===== src/sv/qfr_pkg.sv =====
// shared types and constants for the collapsing queue
`timescale 1ns / 1ps

package qfr_pkg;

  localparam int DEF_DEPTH      = 16;
  localparam int DEF_DATA_WIDTH = 32;

  localparam int ACT_W   = 3;
  localparam int IO_DW   = 32;
  localparam int POS_W   = 4;
  localparam int COUNT_W = 5;
  localparam int IN_TW   = 40;
  localparam int OUT_TW  = 40;

  typedef enum logic [ACT_W-1:0] {
    ACT_PUSH       = 3'd0,
    ACT_POP        = 3'd1,
    ACT_PEEK_FRONT = 3'd2,
    ACT_PEEK_REAR  = 3'd3,
    ACT_READ_AT    = 3'd4,
    ACT_REMOVE_AT  = 3'd5
  } action_t;

  // per-cycle command broadcast to every cell
  typedef struct packed {
    logic wr;
    logic rm;
  } cell_ctl_t;

endpackage


===== src/sv/fifo_queue_with_remove_at.sv =====
// collapsing queue top level: action decode, row of slot cells, result register
//
// channel | dir | tdata fields (low bit up)
// in_     | in  | action[2:0] push_data[34:3] position[38:35] zero[39]
// out_    | out | out_data[31:0] found[32] entry_count[37:33] is_empty[38] is_full[39]
//
// one request per cycle while the result is taken; the result is registered and shows in the cycle after accept
// every cell compares its index with the broadcast one and shifts in the same cycle
// rst_n clears the count and the result valid; slot words hold no reset
// a stalled result blocks new requests only while out_tready is low
`timescale 1ns / 1ps

module fifo_queue_with_remove_at #(
  parameter int DEPTH      = qfr_pkg::DEF_DEPTH,
  parameter int DATA_WIDTH = qfr_pkg::DEF_DATA_WIDTH
) (
  input  logic                       clk,
  input  logic                       rst_n,
  input  logic                       in_tvalid,
  output logic                       in_tready,
  // action[2:0], push_data[34:3], position[38:35]
  input  logic [qfr_pkg::IN_TW-1:0]  in_tdata,
  output logic                       out_tvalid,
  input  logic                       out_tready,
  // out_data[31:0], found[32], entry_count[37:33], is_empty[38], is_full[39]
  output logic [qfr_pkg::OUT_TW-1:0] out_tdata
);
  import qfr_pkg::*;

  localparam int IW   = $clog2(DEPTH);
  localparam int CW   = $clog2(DEPTH + 1);
  localparam int CMPW = (CW > POS_W) ? CW : POS_W;
  localparam logic [CW-1:0] FULL_CNT = CW'(DEPTH);

  logic [ACT_W-1:0]      act;
  logic [IO_DW-1:0]      push_data;
  logic [POS_W-1:0]      position;
  logic                  fire;

  logic [CW-1:0]         count_r, count_nxt;
  logic                  empty, full, pos_ok;
  logic [CMPW-1:0]       pos_w, cnt_w;

  logic                  ok, give_data;
  cell_ctl_t             ctl;
  logic [IW-1:0]         wr_idx, rm_idx, rd_idx;
  logic [DATA_WIDTH-1:0] wr_data, rd_word;
  logic [63:0]           push_ext, rd_ext;

  logic [DATA_WIDTH-1:0] cell_data [DEPTH];
  logic [DATA_WIDTH-1:0] cell_rd   [DEPTH];

  logic                  out_valid_r, out_valid_nxt;
  logic [IO_DW-1:0]      out_data_r, out_data_nxt;
  logic                  out_found_r, out_found_nxt;
  logic [CW-1:0]         out_count_r, out_count_nxt;

  assign act       = in_tdata[2:0];
  assign push_data = in_tdata[34:3];
  assign position  = in_tdata[38:35];

  assign in_tready = !out_valid_r || out_tready;
  assign fire      = in_tvalid && in_tready;

  assign empty  = (count_r == '0);
  assign full   = (count_r == FULL_CNT);
  assign pos_w  = CMPW'(position);
  assign cnt_w  = CMPW'(count_r);
  assign pos_ok = (pos_w < cnt_w);

  assign push_ext = 64'(push_data);
  assign wr_data  = push_ext[DATA_WIDTH-1:0];
  assign wr_idx   = IW'(count_r);

  always_comb begin
    ok        = 1'b0;
    give_data = 1'b0;
    ctl       = '0;
    rm_idx    = '0;
    rd_idx    = '0;
    case (act)
      ACT_PUSH: begin
        ok     = !full;
        ctl.wr = fire && !full;
      end
      ACT_POP: begin
        ok        = !empty;
        give_data = 1'b1;
        ctl.rm    = fire && !empty;
      end
      ACT_PEEK_FRONT: begin
        ok        = !empty;
        give_data = 1'b1;
      end
      ACT_PEEK_REAR: begin
        ok        = !empty;
        give_data = 1'b1;
        rd_idx    = IW'(count_r - CW'(1));
      end
      ACT_READ_AT: begin
        ok        = pos_ok;
        give_data = 1'b1;
        rd_idx    = IW'(pos_w);
      end
      ACT_REMOVE_AT: begin
        ok        = pos_ok;
        give_data = 1'b1;
        rm_idx    = IW'(pos_w);
        rd_idx    = IW'(pos_w);
        ctl.rm    = fire && pos_ok;
      end
      default: begin
        ok = 1'b0;
      end
    endcase
  end

  for (genvar g = 0; g < DEPTH; g++) begin : g_cell
    logic [DATA_WIDTH-1:0] nb;
    if (g == DEPTH - 1) begin : g_last
      assign nb = cell_data[g];
    end else begin : g_mid
      assign nb = cell_data[g+1];
    end
    qfr_cell #(
      .IDX        (g),
      .IW         (IW),
      .DATA_WIDTH (DATA_WIDTH)
    ) u_cell (
      .clk     (clk),
      .ctl     (ctl),
      .wr_idx  (wr_idx),
      .rm_idx  (rm_idx),
      .rd_idx  (rd_idx),
      .wr_data (wr_data),
      .nb_data (nb),
      .data    (cell_data[g]),
      .rd_data (cell_rd[g])
    );
  end

  // only the addressed cell drives nonzero read data
  always_comb begin
    rd_word = '0;
    for (int i = 0; i < DEPTH; i++) begin
      rd_word = rd_word | cell_rd[i];
    end
  end

  assign rd_ext = 64'(rd_word);

  always_comb begin
    count_nxt = count_r;
    if (ctl.wr) begin
      count_nxt = count_r + CW'(1);
    end else if (ctl.rm) begin
      count_nxt = count_r - CW'(1);
    end
  end

  always_comb begin
    out_valid_nxt = out_valid_r;
    out_data_nxt  = out_data_r;
    out_found_nxt = out_found_r;
    out_count_nxt = out_count_r;
    if (fire) begin
      out_valid_nxt = 1'b1;
      out_data_nxt  = (ok && give_data) ? rd_ext[IO_DW-1:0] : '0;
      out_found_nxt = ok;
      out_count_nxt = count_nxt;
    end else if (out_tready) begin
      out_valid_nxt = 1'b0;
    end
  end

  always_ff @(posedge clk) begin
    if (!rst_n) begin
      count_r     <= '0;
      out_valid_r <= 1'b0;
    end else begin
      count_r     <= count_nxt;
      out_valid_r <= out_valid_nxt;
    end
  end

  always_ff @(posedge clk) begin
    out_data_r  <= out_data_nxt;
    out_found_r <= out_found_nxt;
    out_count_r <= out_count_nxt;
  end

  assign out_tvalid = out_valid_r;
  assign out_tdata  = {(out_count_r == FULL_CNT), (out_count_r == '0),
                       COUNT_W'(out_count_r), out_found_r, out_data_r};

  a_count_bound: assert property (@(posedge clk) disable iff (!rst_n)
    count_r <= FULL_CNT)
    else $error("entry count above depth");

  a_push_grows: assert property (@(posedge clk) disable iff (!rst_n)
    fire && (act == ACT_PUSH) && !full |=> count_r == $past(count_r) + CW'(1))
    else $error("accepted push did not add an entry");

  a_pop_shrinks: assert property (@(posedge clk) disable iff (!rst_n)
    fire && (act == ACT_POP) && !empty |=> count_r == $past(count_r) - CW'(1))
    else $error("pop did not remove an entry");

  a_ready_free: assert property (@(posedge clk) disable iff (!rst_n)
    !out_valid_r |-> in_tready)
    else $error("request blocked with no pending result");

endmodule


===== src/sv/qfr_cell.sv =====
// one queue slot: loads on push, takes its rear neighbor's word on a remove at or before its index
`timescale 1ns / 1ps

module qfr_cell #(
  parameter int IDX        = 0,
  parameter int IW         = 4,
  parameter int DATA_WIDTH = qfr_pkg::DEF_DATA_WIDTH
) (
  input  logic                  clk,
  input  qfr_pkg::cell_ctl_t    ctl,
  input  logic [IW-1:0]         wr_idx,
  input  logic [IW-1:0]         rm_idx,
  input  logic [IW-1:0]         rd_idx,
  input  logic [DATA_WIDTH-1:0] wr_data,
  input  logic [DATA_WIDTH-1:0] nb_data,
  output logic [DATA_WIDTH-1:0] data,
  output logic [DATA_WIDTH-1:0] rd_data
);
  import qfr_pkg::*;

  localparam logic [IW-1:0] MY_IDX = IW'(IDX);

  logic [DATA_WIDTH-1:0] data_r;

  always_ff @(posedge clk) begin
    if (ctl.wr && (wr_idx == MY_IDX)) begin
      data_r <= wr_data;
    end else if (ctl.rm && (MY_IDX >= rm_idx)) begin
      data_r <= nb_data;
    end
  end

  assign data    = data_r;
  assign rd_data = (rd_idx == MY_IDX) ? data_r : '0;

endmodule

===== config.mk =====
export PLATFORM = sky130hd
export DESIGN_NAME = fifo_queue_with_remove_at
export DESIGN_NICKNAME = d
export VERILOG_FILES = /design/src/sv/qfr_pkg.sv /design/src/sv/fifo_queue_with_remove_at.sv /design/src/sv/qfr_cell.sv
export SDC_FILE = /design/constraint.sdc
export NUM_CORES = 1
export LEC_CHECK = 0
export ABC_AREA = 1
export BUFFER_PORTS_ARGS = -buffer_cell sky130_fd_sc_hd__buf_4
export CORE_MARGIN = 5
export CORE_UTILIZATION = 40
export CTS_CLUSTER_DIAMETER = 80
export CTS_CLUSTER_SIZE = 16
export DETAILED_ROUTE_END_ITERATION = 7
export GPL_ROUTABILITY_DRIVEN = 0
export PLACE_DENSITY = 0.65
export SLEW_MARGIN = 20
export SYNTH_ARGS = -nofsm -noshare
export SYNTH_HDL_FRONTEND = slang
export SYNTH_SLANG_ARGS = --single-unit
export TNS_END_PERCENT = 5

===== constraint.sdc =====
create_clock -name clk -period 5.6 [get_ports clk]
set_input_delay 0.84 -clock clk [delete_from_list [all_inputs] [get_ports clk]]
set_output_delay 0.84 -clock clk [all_outputs]
set_load 0.02 [all_outputs]

==> summary.md, run 1 <==
| Metric | Value |
|---|---|
| Result of the run | `finished clean` |
| Mapped Cells | `3029` |
| Fmax | `0.235 GHz` |
| Final worst-path cycle share | `76.1%` |
| Root Buffer Master | `clkbuf_16` |
| Synth unique cells | `29` |
| Period minus WS final | `4.26 ns` |
| Core area | `68900 um2` |
| Power Total | `8.66 mW` |
| Post CTS Setup Buffer Count | `0` |
| Synthesized Nets | `between 3000 and 4000` |
| Number of buffers created by CTS | `40` |
| IO Pins | `86` |
| Max_slew headroom | `24.0%` |
| Setup TNS Final | `0 ns` |
| Final hold vios | `0` |
| Post-cts resize count | `0` |
| Dominant cells by area after synthesis | `edfxtp_1 59%, nand2_1 13%, o21ai_0 8.0%` |
| Clk buf depth | `3` |
| Hold Buf Count CTS | `0` |
| Overall routed net length | `90.5 mm` |
| Drt first-iter violations | `3149` |
| Routed vias/inst | `5.84` |
| Area of the multi-input gates | `9900 um2` |
| Global-route wire length before repair | `about 130 mm` |
| Yosys Warn Count | `0` |
| Synth area leader | `edfxtp_1` |
| Die extent in x | `approximately 270 um` |
| Peak VDD IR | `193 uV` |
| Layout cell share with drive strength beyond 1 | `around 8.3%` |
| Mean post-synth cell area | `9.21 um2` |
| Critical Path RT | `5.82 ns` |
| Setup CP Type | `flip-flop to flip-flop` |
| Htree depth | `2` |
| Worst path arrival time | `4.48 ns` |
| Setup Viol. Count Final | `0` |
| Crit. End Element | `flip-flop` |
| CTS tree | `done` |
| DRC violation count after routing | `0` |
| Synthesized area | `27900 um2` |
| Worst-Margin Slew | `1.14 ns` |
| Via count | `roughly 23000` |
| CTS sink cnt | `between 500 and 600` |
| Post-route ant nets | `0` |
| Register bit total from synthesis | `556` |
| Clock Pin Slew Worst Setup and Hold Paths | `0.07 ns` |
| Area Growth Syn to Fin | `8.19%` |
| Max cap viols | `0` |
| Clock skew | `slightly below 0.02 ns` |
| Pin count of the biggest net entering global routing | `104` |
| Sequential share of the synthesized area | `59.6%` |
| Fillers | `6690` |
| Tot GR Track Use | `around a quarter` |
| Clock Latency Late Sink | `0.59 ns` |
| Hold Path Class | `primary input to flip-flop` |
| Port bufs | `84` |
| Height of the die | `274 um` |
| Top cell type's share of synthesized area | `59.2%` |
| Critical path fanouts, max | `65` |
| Slew Viols, Final | `0` |
| Storage element area | `16600 um2` |
| Startpoint types | `flip-flop` |
| DR pass1 iterations | `6` |
| RSZ-0062 raised after global routing | `no` |
| DIE AREA | `75200 um2` |
| WL/cell | `23.2 um` |
| Rows | `96` |
| Initial core utilization | `40.5%` |
| Power per cell area | `287 nW/um2` |
| GRT Residual Overflow | `0` |
| Vias in the first global route | `between 20000 and 25000` |
| DP HPWL | `49.9 mm` |
| Leak | `12.4 nW` |
| Final nets | `roughly 3000` |
| Initial antenna violation count | `0` |
| ANT cells | `0` |
[cell usage after synthesis, drive strengths merged]
library cell and n:
a21oi 6, buf 168, clkbuf 91, dfxtp 6
edfxtp 550, ha 8, inv 69, nand2 1006
nand3 154, nand4 238, nor2 230, nor3 2
o211ai 7, o21ai 490, or4 1, xor2 3
[power breakdown]
part           leakage (nW)  total (mW)  internal (mW)  switching, mW
clock network         0.526        2.76           1.32           1.43
registers              5.11        4.85           4.77         0.0793
logic                  6.73        1.05          0.255          0.800
[state kept, by name (all words and copies together), names as in the netlist]
register and cells:
g_cell.u_cell.data 512, out_tvalid 1, out_count_r 5, out_found_r 1, out_data_r 32, cnt_w 5
[logic make-up (layout without fill, tap and decap cells)]
logic type               Yosys count  after routing  share of synthesized area [%]
flip-flops                       556            556                           59.6
XOR/XNOR                           3              3                         0.0942
adder cells (fa/ha/maj)            8              8                          0.359
buffers and inverters            328            264                           5.65
AO/OA/AOI/OAI                    503            503                           9.08
AND/OR/NAND/NOR                 1631           1631                           25.2
[cells in the final DEF, fill, tap and decap left out, types with 8 or more instances in the layout]
master     count
nor2_4         8
nand3_1      136
ha_1           8
buf_4        138
inv_2          8
o21ai_1       45
nand3_2       11
inv_1         59
o21ai_0      441
nand2_2       11
nand2_1      992
nor2_1       219
nand4_1      237
clkbuf_16     41
edfxtp_1     550
[path summary, 6_finish.rpt]
kind                start                         to  slack [ns]  depth (start not counted)
min          in_tdata[12]  g_cell[15].u_cell.data[9]        0.44                          1
max              cnt_w[0]   g_cell[1].u_cell.data[1]        1.34                         12
max reg2reg      cnt_w[0]   g_cell[1].u_cell.data[1]        1.34                         12
min reg2reg    out_tvalid                 out_tvalid        0.52                          2
[routing by layer]
metal	part of all wire, %	GRT usage (%)	vias up
met5	0	0	-
met4	3.5	8.00	0
met1	39	31.9	10800
met3	11	3.44	184
li1	-	-	10400
met2	47	39.1	1384
[worst max-delay path, cell delays in order, from the launching register on]
cell and delay (ns):
dfxtp_1 0.48, inv_1 0.21, ha_1 0.36, inv_1 0.11, nor2_2 0.05, nand2_2 0.06, nand4_2 0.09, nor2_2 0.66
buf_4 0.34, nand3_2 0.08, buf_4 0.39, nand2_2 0.51, buf_4 0.52
[area by class of cell]
class	instances	area share, %
clock buffers	48	3.49
clock inverters	3	0.0746
multi-input cells	2145	32.8
well taps	931	3.86
flip-flops and latches	556	55.1
inverters	69	0.870
repair buffers	144	3.83
[metrics by stage]
step / hold slack [ns] / cells / cell area, um2 / util, % / setup slack [ns]
after floorplan: 0.525 / 3029 / 27900 / - / 0.829
after global placement: 0.510 / 3845 / 29100 / 42.2 / 1.45
after detailed placement: 0.514 / 3845 / 29100 / 42.2 / 1.36
after CTS: 0.409 / 3896 / 30200 / 43.8 / 1.38
after global routing: 0.420 / 3896 / 30200 / 43.8 / 1.13
final: 0.437 / 3896 / 30200 / 43.8 / 1.34
Note: power is estimated with default switching activity, not from simulation.
==> run 2, diff against run 1 <==
PLACE_DENSITY = 0.67   (was 0.65)
clock period = 3.7 ns   (was 5.6 ns; I/O delays follow)
==> run 2 against run 1 <==
  * Die area stayed put
  * Worst setup slack worse by 0.92 ns
  * Sequential share of layout area decreased by 0.92 points
  * Design area up 1.7%
  * Fmax increased by 30%
  * Flip-flop and latch count did not move
  * Global-route usage grew 0.41 points
  * Final cell count up 0.82%
  * Critical path type unchanged
==> summary.md, run 2 (synthesized netlist as in run 1, its figures left out) <==
| Metric | Value |
|---|---|
| Fillers | `6591 (-1.5%)` |
| Post CTS Setup Buffer Count | `0 (unchanged)` |
| WL/cell | `23.4 um (+0.61%)` |
| Critical Path RT | `4.14 ns (-1.68 ns)` |
| Result of the run | `finished clean` |
| Initial core utilization | `40.5% (unchanged)` |
| Util after Layout | `44.5% (+0.74 points)` |
| Worst setup endpoint | `out_data_r[7]` |
| Commonest non-fill, non-tap cell in the layout | `nand2_1` |
| Rows | `96 (unchanged)` |
| Setup Viol. Count Final | `0 (unchanged)` |
| Commonest cells after routing, fill and taps aside | `992 x nand2_1, 550 x edfxtp_1, 441 x o21ai_0, 237 x nand4_1, 219 x nor2_1` |
| DP HPWL | `51.7 mm (+3.6%)` |
| Final worst-path cycle share | `88.8% (+13 points)` |
| Crit Reg-Reg Endpoint | `out_data_r[7]` |
| Leak | `12.6 nW (+2.0%)` |
| Hold Buf Count CTS | `0 (unchanged)` |
| IO Pins | `86 (unchanged)` |
| Period minus WS final | `3.28 ns (-0.976 ns)` |
| Htree depth | `2 (unchanged)` |
| Crit. End Element | `flip-flop` |
| Port bufs | `84 (unchanged)` |
| RSZ-0062 raised after global routing | `no` |
| Height of the die | `274 um (unchanged)` |
| DR pass1 iterations | `6 (unchanged)` |
| Crit. Startpoint | `cnt_w[0]` |
| Fmax | `0.304 GHz (+30%)` |
| Area of the multi-input gates | `9860 um2 (-0.38%)` |
| Worst r2r src | `cnt_w[0]` |
| Clock Latency Late Sink | `0.59 ns (about the same)` |
| Power per cell area | `434 nW/um2 (+51%)` |
| Net Switching | `3.57 mW (+54%)` |
| Final setup margin | `0.415 ns (-0.924 ns)` |
| Post-route ant nets | `0 (unchanged)` |
| Worst-Margin Slew | `0.963 ns (-0.174 ns)` |
| Area Growth Syn to Fin | `10.0%` |
| DIE AREA | `75200 um2 (unchanged)` |
| Vias in the first global route | `21500 (+1.0%)` |
| Layout cell share with drive strength beyond 1 | `9.15% (+0.85 points)` |
| Clk network pwr share | `32.6% (+0.8 points)` |
| Root Buffer Master | `clkbuf_16` |
| FF-to-FF path depth | `16 (+4)` |
| Core area | `68900 um2 (unchanged)` |
| Logic pwr share | `12.3% (about the same)` |
| Sequential Power Share | `55.1% (-0.9 points)` |
| Critical path fanouts, max | `27 (-58%)` |
| Pin count of the biggest net entering global routing | `91 (-13%)` |
| Overall routed net length | `91.8 mm (+1.4%)` |
| Via count | `22900 (+0.73%)` |
| Die extent in x | `274 um (unchanged)` |
| Internal | `9.76 mW (+54%)` |
| Final nets | `3034 (+0.86%)` |
| Storage element area | `16600 um2 (unchanged)` |
| Worst path arrival time | `3.72 ns (-0.76 ns)` |
| CTS sink cnt | `556 (unchanged)` |
| Tot GR Track Use | `24.0% (+0.41 points)` |
| Sw Share | `26.8% (+0.090 points)` |
| Final hold vios | `0 (unchanged)` |
| Routed vias/inst | `5.84 (about the same)` |
| Startpoint types | `flip-flop` |
| Flop-to-flop setup slack | `0.42 ns (-0.92 ns)` |
| Global-route wire length before repair | `137 mm (+1.6%)` |
| Max cap viols | `0 (unchanged)` |
| Clk buf depth | `3 (unchanged)` |
| Hold Path Class | `primary input to flip-flop` |
| Final Instance Area | `30700 um2 (+1.7%)` |
| Peak VDD IR | `270 uV (+40%)` |
| Clock Pin Slew Worst Setup and Hold Paths | `0.07 ns (about the same)` |
| Post-cts resize count | `0 (unchanged)` |
| Clock skew | `0.0155 ns (-0.00413 ns)` |
| CTS tree | `done` |
| Drt first-iter violations | `2843 (-9.7%)` |
| Number of buffers created by CTS | `41 (+2.5%)` |
| DRC violation count after routing | `0 (unchanged)` |
| Post-place setup slack | `0.530 ns (-0.826 ns)` |
| Initial antenna violation count | `2 (+2)` |
| Max FFs per register | `512 (unchanged)` |
| Placed Area | `29600 um2 (+1.5%)` |
| Setup CP Type | `flip-flop to flip-flop` |
| Slew Viols, Final | `0 (unchanged)` |
| Max_slew headroom | `35.6% (+12 points)` |
| GRT Residual Overflow | `0 (unchanged)` |
## run 2: cell count changes in the layout (fill, tap and decap cells not counted), sizes merged
cell    previous run  this run
inv               70        69
diode              0         2
clkinv             2         4
buf              144       169
clkbuf            48        52
## run 2: worst min path at each step
stage / startpoint / endpoint / slack (ns) / depth (start not counted)
floorplan: g_cell[11].u_cell.data[0] / g_cell[10].u_cell.data[0] / 0.53 / 2
global placement: out_tvalid / out_tvalid / 0.50 / 2
detailed placement: out_tvalid / out_tvalid / 0.51 / 2
CTS: in_tdata[11] / g_cell[15].u_cell.data[8] / 0.12 / 1
global route: in_tdata[11] / g_cell[15].u_cell.data[8] / 0.12 / 1
finish: in_tdata[10] / g_cell[15].u_cell.data[7] / 0.15 / 1
## run 2: layout make-up
cell class	instances	area share, %
clock inverters	4	0.110
flip-flops and latches	556	54.2
repair buffers	169	5.31
inverters	69	0.860
well taps	931	3.79
diodes	2	0.0163
multi-input cells	2145	32.1
clock buffers	52	3.61
## run 2: layer usage
metal | share of wire, % | GRT usage [%] | vias up
li1 | - | - | 10400
met1 | 38 | 31.0 | 10900
met2 | 47 | 39.7 | 1334
met3 | 11 | 4.75 | 239
met4 | 4.5 | 9.61 | 0
met5 | 0 | 0 | -
## run 2: power by group through the flow
stage / Clock [mW] / Sequential (mW) / Combinational (mW)
final: 4.34 / 7.34 / 1.64
after global routing: 4.62 / 7.37 / 1.76
after floorplan: 0 / 7.50 / 0.913
after detailed placement: 0 / 7.48 / 1.61
after global placement: 0 / 7.48 / 1.60
after CTS: 4.38 / 7.34 / 1.62
## run 2: critical path: stages, from the launching register on
cell and delay, ns:
dfxtp_1 0.44, inv_1 0.18, ha_1 0.26, nand2_1 0.07, nand2_1 0.07, nand2_1 0.10, nand2_4 0.21, inv_4 0.36
nand2_1 0.17, nor2_1 0.61, buf_4 0.29, nand2_1 0.08, nand2_1 0.06, nor2_1 0.04, nand2_1 0.05, nor2_1 0.04
nor2_1 0.09
## run 2: metrics by stage
| stage | hold WS (ns) | TNS [ns] | power, mW | instances |
|---|---|---|---|---|
| 2_1_floorplan | 0.525 | -90.53 | 8.41 | 3029 |
| 3_3_place_gp | 0.503 | 0 | 9.08 | 3870 |
| 3_5_place_dp | 0.512 | 0 | 9.09 | 3870 |
| 4_1_cts | 0.119 | 0 | 13.3 | 3926 |
| 5_1_grt | 0.119 | 0 | 13.7 | 3927 |
| 6_report | 0.147 | 0 | 13.3 | 3928 |
